<file path="config.mk">
export PLATFORM = sky130hd
export DESIGN_NAME = brkm_ram
export DESIGN_NICKNAME = d
export VERILOG_FILES = /design/src/rtl/brkm_ram.sv
export SDC_FILE = /design/constraint.sdc
export NUM_CORES = 1
export LEC_CHECK = 0
export BUFFER_PORTS_ARGS = -buffer_cell sky130_fd_sc_hd__buf_2
export CORE_UTILIZATION = 45
export DETAILED_ROUTE_END_ITERATION = 8
export HOLD_SLACK_MARGIN = 0.15
export PLACE_DENSITY = 0.6
export SLEW_MARGIN = 15
export SYNTH_ARGS = -nofsm -noshare
export SYNTH_HDL_FRONTEND = slang
export SYNTH_SLANG_ARGS = --single-unit
</file>
<file path="constraint.sdc">
create_clock -name i_clk -period 4.6 [get_ports i_clk]
set_input_delay 0.23 -clock i_clk [delete_from_list [all_inputs] [get_ports i_clk]]
set_output_delay 0.23 -clock i_clk [all_outputs]
set_load 0.02 [all_outputs]
</file>
<file path="src/rtl/brkm_ram.sv">
// ----------------------------------------------------------------------------
// brkm_ram
// Generic simple dual-port RAM, one write and one registered read port.
// ----------------------------------------------------------------------------
module brkm_ram #(
    parameter int WIDTH = 8,
    parameter int DEPTH = 16
) (
    input  logic                     i_clk,
    input  logic                     i_we,
    input  logic [$clog2(DEPTH)-1:0] i_waddr,
    input  logic [WIDTH-1:0]         i_wdata,
    input  logic                     i_re,
    input  logic [$clog2(DEPTH)-1:0] i_raddr,
    output logic [WIDTH-1:0]         o_rdata
);
    logic [WIDTH-1:0] r_mem [DEPTH];
    logic [WIDTH-1:0] r_rdata;

    always_ff @(posedge i_clk) begin
        if (i_we) begin
            r_mem[i_waddr] <= i_wdata;
        end
        if (i_re) begin
            r_rdata <= r_mem[i_raddr];
        end
    end

    assign o_rdata = r_rdata;
endmodule

</file>
==> run_results.csv, run 1 <==
group,metric,value,unit
global_routing,grt_pass1_vias,2438,
sta,period_share,0.3517,
clock_network,cts_hold_buf,0,
setup_path,cp-start-kind,"primary input",
die,core-area,11080,sq um
die,dieArea,12050,sq um
die,die_h,109.8,microns
cells_and_area,fillers,855,
setup_path,cp_num_buf_inv,1,
setup_path,critical_path_class,"in2reg",
sta,fmax,618.1,MHz
die,io_pins,27,
synth,synth.top_cell.area_share,0.7812,
global_routing,grt_overflow_total,0,
sta,finalSetupTns,0,ns
global_routing,grt.total_usage,0.1988,
setup_path,cp_data_arrival_time,1.77,ns
sta,rsz0062_at_grt,"false",
routing,vias_per_cell,5.754,
setup_path,critPathCaptureType,"flip-flop",
clock_network,insertion_delay,0.41,ns
power,peakVddDrop,240.8,uV
sta,maxSlewHeadroom,0.2407,
sta,period_needed,1.618,ns
cells_and_area,multi_input_comb_area,1067,sq um
routing,drtAntennaViolNets,0,
die,die_w,109.8,microns
cells_and_area,seq_area,4084,sq um
clock_network,cts_inserted_buffers,17,
sta,tightest_slew,1.135,ns
setup_path,critPathSlowestCell,"mux4_1",
cells_and_area,final_util,0.5456,
cells_and_area,stdcell_area,6045,sq um
synth,syn_nets,248,
global_routing,grt_pass1_wl,15940,microns
routing,drt-initial-drc-count,163,
setup_path,cpLargestDelayFamily,"multiplexers",
global_routing,antenna_found_initial,0,
synth,ys_seq_elements,136,
synth,ys_warn_count,0,
synth,synth_compound_area_frac,0.02298,
sta,hold_violations,0,
sta,drv_slew,0,
clock_network,cts_tree,"done",
synth,synth_cell_type_count,18,
clock_network,clk_pin_slew_worst_paths,0.06,ns
clock_network,cts_max_path_buffers,2,
setup_path,critical_path_required,4.75,ns
place,portBuffers,26,
cells_and_area,syn_to_final_growth,15.63,%
job,drv_cap,0,
routing,routed_wl,10510,microns
synth,synth_fa_ha_area_frac,0,
synth,synth_area,5228,sq um
synth,syn_inst,229,
synth,synth-simple-area-share,0.03135,
worst_hold_path,min_path_type,"in2reg",
cells_and_area,n_antenna_cell,0,
clock_network,cts_resized,0,
place,gp_congestion,0.6836,
setup_path,max_stage_delay,0.64,ns
power,cellLeakagePower,1.994,nW
cells_and_area,drive_gt1_frac,0.2616,
die,start_util,0.4719,
synth,yosysSeqAreaShare,0.7812,
clock_network,cts_setup_buffers,0,
synth,synth_area_leaders,"edfxtp_1, mux4_2, mux4_1",
synth,synth_largest_area_cell,"edfxtp_1",
routing,wl_per_cell,25.09,microns
outcome,status,"complete, no violations",
synth,synth.mux.area_fraction,0.1479,
synth,synth_xor_area_frac,0,
sta,setup_violations,0,
die,rows,38,
clock_network,cts_root_buf,"clkbuf_16",
clock_network,clkSinkCount,136,
routing,drc,0,
setup_path,path_cells,"buf_4, mux4_1, a22oi_1, nand2_1",
worst_hold_path,hold_start,"i_wdata[5]",
setup_path,crit_start,"i_raddr[0]",
synth,synth_area_per_cell,22.83,sq um
global_routing,grt_max_degree,33,
place,hpwl,6187,microns
sta,fin_skew,0.003517,ns
cells_and_area,num-nets-final,285,
setup_path,reg2reg_from,"r_mem[9][2]$_DFFE_PP_",
setup_path,crit_fanout,32,
routing,vias,2411,
clock_network,h-tree-depth,4,
place,place_area,5472,sq um
routing,firstDrtPassIters,4,
synth,synth_top_family_by_area,"multiplexers",
power,cellPowerDensity,470.0,nW/um^2
[path summary, 6_finish.rpt]
check                           depth (start not counted)  slack [ns]                     end
worst max-delay path                                    4        2.98    o_rdata[2]$_DFFE_PP_
worst min-delay path                                    1        0.21  r_mem[14][5]$_DFFE_PP_
worst max register to register                          3        3.11    o_rdata[2]$_DFFE_PP_
worst min register to register                          3        0.75    o_rdata[4]$_DFFE_PP_
[cell usage in the layout, fill, tap and decap left out, drive strengths merged, types with 3 or more instances in the layout]
| cell | Yosys | final |
|---|---|---|
| a22oi | 16 | 16 |
| nor2 | 13 | 13 |
| clkinv | 0 | 6 |
| nand2 | 9 | 9 |
| buf | 7 | 28 |
| clkbuf | 0 | 21 |
| mux4 | 32 | 32 |
| nor3 | 4 | 4 |
| bufinv | 0 | 3 |
| edfxtp | 136 | 136 |
[layout make-up]
type | count | area share
multi-input combinational | 83 | 0.1766
timing repair buffer | 28 | 0.02443
clock buffer | 21 | 0.07286
clock inverter | 11 | 0.02153
sequential | 136 | 0.6756
tap | 140 | 0.02898
[per-layer routing]
| metal | global-route usage | up-vias | wire [microns] |
|---|---|---|---|
| met5 | 0 | - | 0 |
| met4 | 0.06857 | 0 | 123 |
| met3 | 0.04920 | 9 | 502 |
| met2 | 0.2754 | 69 | 4701 |
| met1 | 0.3072 | 1276 | 5185 |
| li1 | - | 1057 | - |
[Yosys cell counts]
master	count
a22oi_1	16
and2_1	1
and2b_1	1
buf_2	3
buf_4	1
buf_6	3
clkdlybuf4s25_2	3
edfxtp_1	136
mux4_1	14
mux4_2	18
nand2_1	9
nand2b_1	2
nand3_1	1
nand3b_1	2
nor2_1	13
nor2b_1	1
nor3_1	4
or3b_2	1
[metrics by stage]
stage	std cells	setup WS (ns)	total power [mW]	hold WS, ns
global placement	387	2.150	1.557	0.6120
global route	419	2.856	2.925	0.2050
detailed placement	387	2.150	1.560	0.6217
CTS	419	2.583	2.856	0.1931
floorplan	229	2.877	1.506	0.3289
finish	419	2.982	2.841	0.2094
[sequential cells by signal (all words and copies together), names as in the netlist]
name and cells:
o_rdata 8, r_mem 128
[where the power goes]
| group | total [mW] | switching [mW] | leakage (nW) | internal (mW) |
|---|---|---|---|---|
| logic | 0.129 | 0.0801 | 0.487 | 0.0487 |
| clock network | 1.31 | 0.465 | 0.271 | 0.842 |
| registers | 1.41 | 0.00778 | 1.24 | 1.40 |
| total | 2.84 | 0.553 | 1.99 | 2.29 |
[kinds of logic after synthesis]
logic type	Yosys count
buffers and inverters	10
DFF	136
and+or+nand+nor	35
muxes	32
AOI/OAI and AO/OA	16
Note: power is estimated with default switching activity, not from simulation.
==> inputs of run 2 (changes only) <==
==> constraint.sdc (replaced) <==
create_clock -name i_clk -period 1.6 [get_ports i_clk]
set_input_delay 0.08 -clock i_clk [delete_from_list [all_inputs] [get_ports i_clk]]
set_output_delay 0.08 -clock i_clk [all_outputs]
set_load 0.02 [all_outputs]
==> run 2 against run 1 <==
Compared with the run above: via count increased by 2.3%; count of clock-buffer cells in the layout down 1; power increased to 2.9 times the previous value; clock skew grew 0.0020 ns; global-route usage decreased by 0.71 points; combinational power rose to 3.3 times the previous value; routed wire length decreased by 5.6%; critical path type is now reg2reg; critical endpoint is now o_rdata[3]$_DFFE_PP_; largest power group unchanged.
==> run_results.csv, run 2 (same netlist as run 1, synthesis figures left out) <==
group,metric,value,unit
routing,vias,2467,
worst_hold_path,whs_path_depth,3,
routing,routed_wl,9928,microns
die,die_w,109.8,microns
setup_path,path_cells,"mux4_1, a22oi_1, nand2_1",
sta,finalSetupTns,0,ns
worst_hold_path,min_path_type,"in2reg",
die,core-area,11080,sq um
worst_hold_path,hold_start,"i_waddr[0]",
setup_path,crit_fanout,1,
sta,hold_violations,0,
place,portBuffers,26,
sta,maxSlewHeadroom,0.5475,
global_routing,grt.total_usage,0.1917,
sta,fmax,658.0,MHz
setup_path,cpLargestDelayFamily,"multiplexers",
routing,firstDrtPassIters,4,
outcome,status,"complete, no violations",
setup_path,r2r_slack,0.08,ns
die,rows,38,
power,total_power,8.209,mW
setup_path,cp-start-kind,"flip-flop",
clock_network,cts_resized,0,
global_routing,antenna_found_initial,0,
routing,drc,0,
clock_network,cts_root_buf,"clkbuf_16",
sta,period_needed,1.520,ns
global_routing,grt_overflow_total,0,
routing,drt-initial-drc-count,145,
setup_path,critPathCaptureType,"flip-flop",
clock_network,clkSinkCount,136,
die,start_util,0.4719,
global_routing,grt_pass1_vias,2665,
power,cellPowerDensity,1289,nW/um^2
cells_and_area,top_register,"r_mem",
setup_path,r2r-end,"o_rdata[3]$_DFFE_PP_",
clock_network,insertion_delay,0.41,ns
setup_path,r2r_cells,3,
power,cellLeakagePower,2.187,nW
routing,vias_per_cell,5.446,
setup_path,critical_path_required,1.76,ns
setup_path,critical_path_class,"reg2reg",
cells_and_area,seq_area,4084,sq um
sta,drv_slew,0,
sta,setup_violations,0,
clock_network,cts_tree,"done",
clock_network,clk_pin_slew_worst_paths,0.05,ns
routing,drtAntennaViolNets,0,
clock_network,cts_setup_buffers,0,
clock_network,cts_inserted_buffers,17,
cells_and_area,final_cell_mix,"edfxtp_1, buf_2, buf_4",
sta,fin_skew,0.005489,ns
sta,rsz0062_at_grt,"false",
cells_and_area,fillers,846,
global_routing,grt_max_degree,17,
routing,wl_per_cell,21.92,microns
worst_hold_path,min_to,"r_mem[0][4]$_DFFE_PP_",
global_routing,grt_pass1_wl,15240,microns
sta,whs,0.2317,ns
sta,tightest_slew,0.6763,ns
die,die_h,109.8,microns
die,dieArea,12050,sq um
place,gp_congestion,0.7203,
cells_and_area,largest_reg_flops,128,
cells_and_area,drive_gt1_frac,0.3099,
sta,period_share,0.9498,
clock_network,cts_max_path_buffers,2,
job,drv_cap,0,
cells_and_area,n_antenna_cell,0,
cells_and_area,multi_input_comb_area,1057,sq um
cells_and_area,num-nets-final,319,
setup_path,cp_data_arrival_time,1.67,ns
setup_path,cp_num_buf_inv,0,
setup_path,reg2reg_from,"r_mem[6][3]$_DFFE_PP_",
power,peakVddDrop,885.2,uV
setup_path,max_stage_delay,0.54,ns
cells_and_area,final_util,0.5751,
place,hpwl,6493,microns
setup_path,critPathSlowestCell,"mux4_1",
die,io_pins,27,
cells_and_area,final_common_cell,"edfxtp_1",
cells_and_area,syn_to_final_growth,21.88,%
clock_network,h-tree-depth,4,
run 2: changes by cell type in the layout (fill, tap and decap cells not counted), sizes merged:
cell	before	now
clkinvlp	2	1
clkinv	6	8
clkbuf	21	20
buf	28	53
dlygate4sd3	0	9
run 2: layout make-up:
type | instances | area share
multi-input cells | 83 | 0.1659
clock inverters | 12 | 0.02082
well taps | 140 | 0.02749
flip-flops and latches | 136 | 0.6410
repair buffers | 62 | 0.07620
clock buffers | 20 | 0.06854
run 2: where the power goes:
part,switching [mW],internal (mW),leakage [nW]
registers,0.0207,4.02,1.24
clock network,1.34,2.41,0.277
logic,0.232,0.193,0.674
run 2: worst max-delay path by stage:
stage / from / endpoint / cells past startpoint
finish: r_mem[6][3]$_DFFE_PP_ / o_rdata[3]$_DFFE_PP_ / 3
global placement: i_raddr[0] / o_rdata[1]$_DFFE_PP_ / 6
detailed placement: i_raddr[0] / o_rdata[1]$_DFFE_PP_ / 6
floorplan: i_waddr[2] / r_mem[0][0]$_DFFE_PP_ / 2
global route: r_mem[1][1]$_DFFE_PP_ / o_rdata[1]$_DFFE_PP_ / 3
CTS: r_mem[1][1]$_DFFE_PP_ / o_rdata[1]$_DFFE_PP_ / 3
run 2: metrics by stage:
| step | area [sq um] | setup slack (ns) | std cells |
|---|---|---|---|
| floorplan | 5228 | 0.02713 | 229 |
| global placement | 5712 | -0.09366 | 412 |
| detailed placement | 5712 | -0.1045 | 412 |
| CTS | 6371 | 0.06978 | 453 |
| global route | 6371 | 0.001712 | 453 |
| finish | 6371 | 0.08033 | 453 |
run 2: routing by layer:
metal / GRT usage / wire length (microns) / vias up
met1: 0.2449 / 4279 / 1259
met2: 0.3071 / 4999 / 74
li1: - / - / 1126
met5: 0 / 0 / -
met3: 0.05453 / 552 / 8
met4: 0.08381 / 96 / 0
run 2: worst register-to-register path: cells and delay by family (launching register included):
kind	cells	cell delay, ns
compound gates	1	0.28
simple gates	1	0.09
flops	1	0.36
mux	1	0.54
run 2: repair_timing:
item	in CTS	in global routing
endpoints found under the hold margin	136	0
hold buffers	9	0
endpoints found under the setup margin	0	0
==> inputs of run 3 (changes only) <==
--- a/config.mk
+++ b/config.mk
@@ -6,10 +6,10 @@
 export NUM_CORES = 1
 export LEC_CHECK = 0
 export BUFFER_PORTS_ARGS = -buffer_cell sky130_fd_sc_hd__buf_2
-export CORE_UTILIZATION = 45
+export CORE_UTILIZATION = 35
 export DETAILED_ROUTE_END_ITERATION = 8
 export HOLD_SLACK_MARGIN = 0.15
-export PLACE_DENSITY = 0.6
+export PLACE_DENSITY = 0.48
 export SLEW_MARGIN = 15
 export SYNTH_ARGS = -nofsm -noshare
 export SYNTH_HDL_FRONTEND = slang
==> run 3 against run 2 <==
Compared with the run above: final area is 0.55% higher; cell count is 9.5% higher; worst setup slack better by 0.027 ns; flip-flop and latch count unchanged; hold slack got worse by 0.0031 ns; sequential share of layout area shrank 0.35 points; register-to-register slack improved by 0.03 ns; first-iteration DRC count is 50% higher; power is 0.23% higher; clock skew hardly changed; global-route usage fell by 3.9 points; critical path type unchanged.
==> run_results.csv, run 3 (same netlist as run 1, synthesis figures left out) <==
group,metric,value,unit
outcome,status,"complete, no violations",
sta,setup_ws,0.1077,ns
sta,setup_violations,0,
routing,vias,2492,
global_routing,grt_pass1_vias,2657,
power,pwr-share-comb,0.052,
sta,hold_violations,0,
clock_network,cts_setup_buffers,0,
sta,tightest_slew,0.4266,ns
power,switching_share,0.1957,
setup_path,cp-start-kind,"flip-flop",
routing,drc,0,
clock_network,insertion_delay,0.41,ns
power,p_switching,1.610,mW
setup_path,critical_path_required,1.75,ns
power,cellLeakagePower,2.178,nW
cells_and_area,top_register,"r_mem",
sta,fin_skew,0.005482,ns
power,cellPowerDensity,1284,nW/um^2
place,hpwl,6798,microns
routing,vias_per_cell,5.024,
sta,drv_slew,0,
cells_and_area,largest_reg_flops,128,
clock_network,cts_root_buf,"clkbuf_16",
die,die_h,124.2,microns
power,total_power,8.228,mW
clock_network,clkSinkCount,136,
setup_path,critical_path_class,"reg2reg",
clock_network,cts_inserted_buffers,17,
place,pre_cts_slack,-0.1403,ns
cells_and_area,stdcell_area,6406,sq um
sta,finalSetupTns,0,ns
die,dieArea,15430,sq um
place,portBuffers,26,
setup_path,cp_data_arrival_time,1.64,ns
cells_and_area,num-nets-final,318,
sta,period_needed,1.492,ns
setup_path,critPathCaptureType,"flip-flop",
die,io_pins,27,
power,p_seq_frac,0.491,
sta,fmax,670.1,MHz
global_routing,grt_max_degree,24,
power,peakVddDrop,664.4,uV
routing,routed_wl,10790,microns
routing,wl_per_cell,21.76,microns
cells_and_area,syn_to_final_growth,22.55,%
cells_and_area,final_cell_mix,"edfxtp_1, buf_2, buf_4",
place,place_area,5747,sq um
setup_path,crit_fanout,1,
die,rows,44,
cells_and_area,final_common_cell,"edfxtp_1",
global_routing,grt_pass1_wl,16550,microns
global_routing,grt_overflow_total,0,
routing,drt-initial-drc-count,217,
routing,firstDrtPassIters,4,
global_routing,antenna_found_initial,0,
clock_network,cts_max_path_buffers,2,
power,pwr-share-clk,0.457,
sta,rsz0062_at_grt,"false",
cells_and_area,n_antenna_cell,0,
die,start_util,0.3597,
place,gp_congestion,0.6625,
sta,maxSlewHeadroom,0.7156,
die,core-area,14530,sq um
global_routing,grt.total_usage,0.1526,
sta,whs,0.2286,ns
worst_hold_path,min_path_type,"in2reg",
routing,drtAntennaViolNets,0,
clock_network,clk_pin_slew_worst_paths,0.06,ns
cells_and_area,drive_gt1_frac,0.3077,
clock_network,cts_tree,"done",
power,power.internal,6.618,mW
sta,period_share,0.9327,
die,die_w,124.2,microns
job,drv_cap,0,
clock_network,h-tree-depth,4,
-- run 3: area by class of cell --
type                            instances  area, sq um
Timing Repair Buffer                   61        465.4
Sequential cell                       136         4084
Clock inverter                         12        132.6
Multi-Input combinational cell         83         1057
Tap cell                              184        230.2
Clock buffer                           20        436.7
Fill cell                            1295         8128
-- run 3: final timing paths --
| path | start | end | slack [ns] | cells after the start |
|---|---|---|---|---|
| max | r_mem[0][4]$_DFFE_PP_ | o_rdata[4]$_DFFE_PP_ | 0.11 | 3 |
| min | i_waddr[0] | r_mem[0][2]$_DFFE_PP_ | 0.23 | 3 |
| max reg2reg | r_mem[0][4]$_DFFE_PP_ | o_rdata[4]$_DFFE_PP_ | 0.11 | 3 |
| min reg2reg | r_mem[14][1]$_DFFE_PP_ | o_rdata[1]$_DFFE_PP_ | 0.73 | 3 |
-- run 3: metal layers --
metal  vias to the layer above  global-route usage  routed length (microns)
met5                         -                   0                        0
met4                         0             0.07016                      197
met3                        17             0.03578                      396
met2                        59              0.2226                     5028
met1                      1296              0.2162                     5171
li1                       1120                   -                        -
-- run 3: critical path, stage by stage (launching register included) --
cell and delay [ns]:
edfxtp_1 0.38, mux4_2 0.46, a22oi_1 0.27, nand2_1 0.12
-- run 3: through the flow --
stage	util	std cells
after floorplan	-	229
after global placement	0.3954	455
after detailed placement	0.3954	455
after CTS	0.4408	496
after global routing	0.4408	496
final	0.4408	496
-- run 3: repair_timing --
item,CTS,global route
hold endpoints to repair,136,0
resized for setup,0,0
hold buffers,9,0
-- run 3: power groups by stage --
| stage | registers [mW] | logic (mW) | clock network (mW) |
|---|---|---|---|
| floorplan | 4.13 | 0.203 | 0 |
| global placement | 4.11 | 0.416 | 0 |
| detailed placement | 4.11 | 0.422 | 0 |
| CTS | 4.04 | 0.440 | 3.84 |
| global route | 4.04 | 0.463 | 3.98 |
| finish | 4.04 | 0.428 | 3.76 |
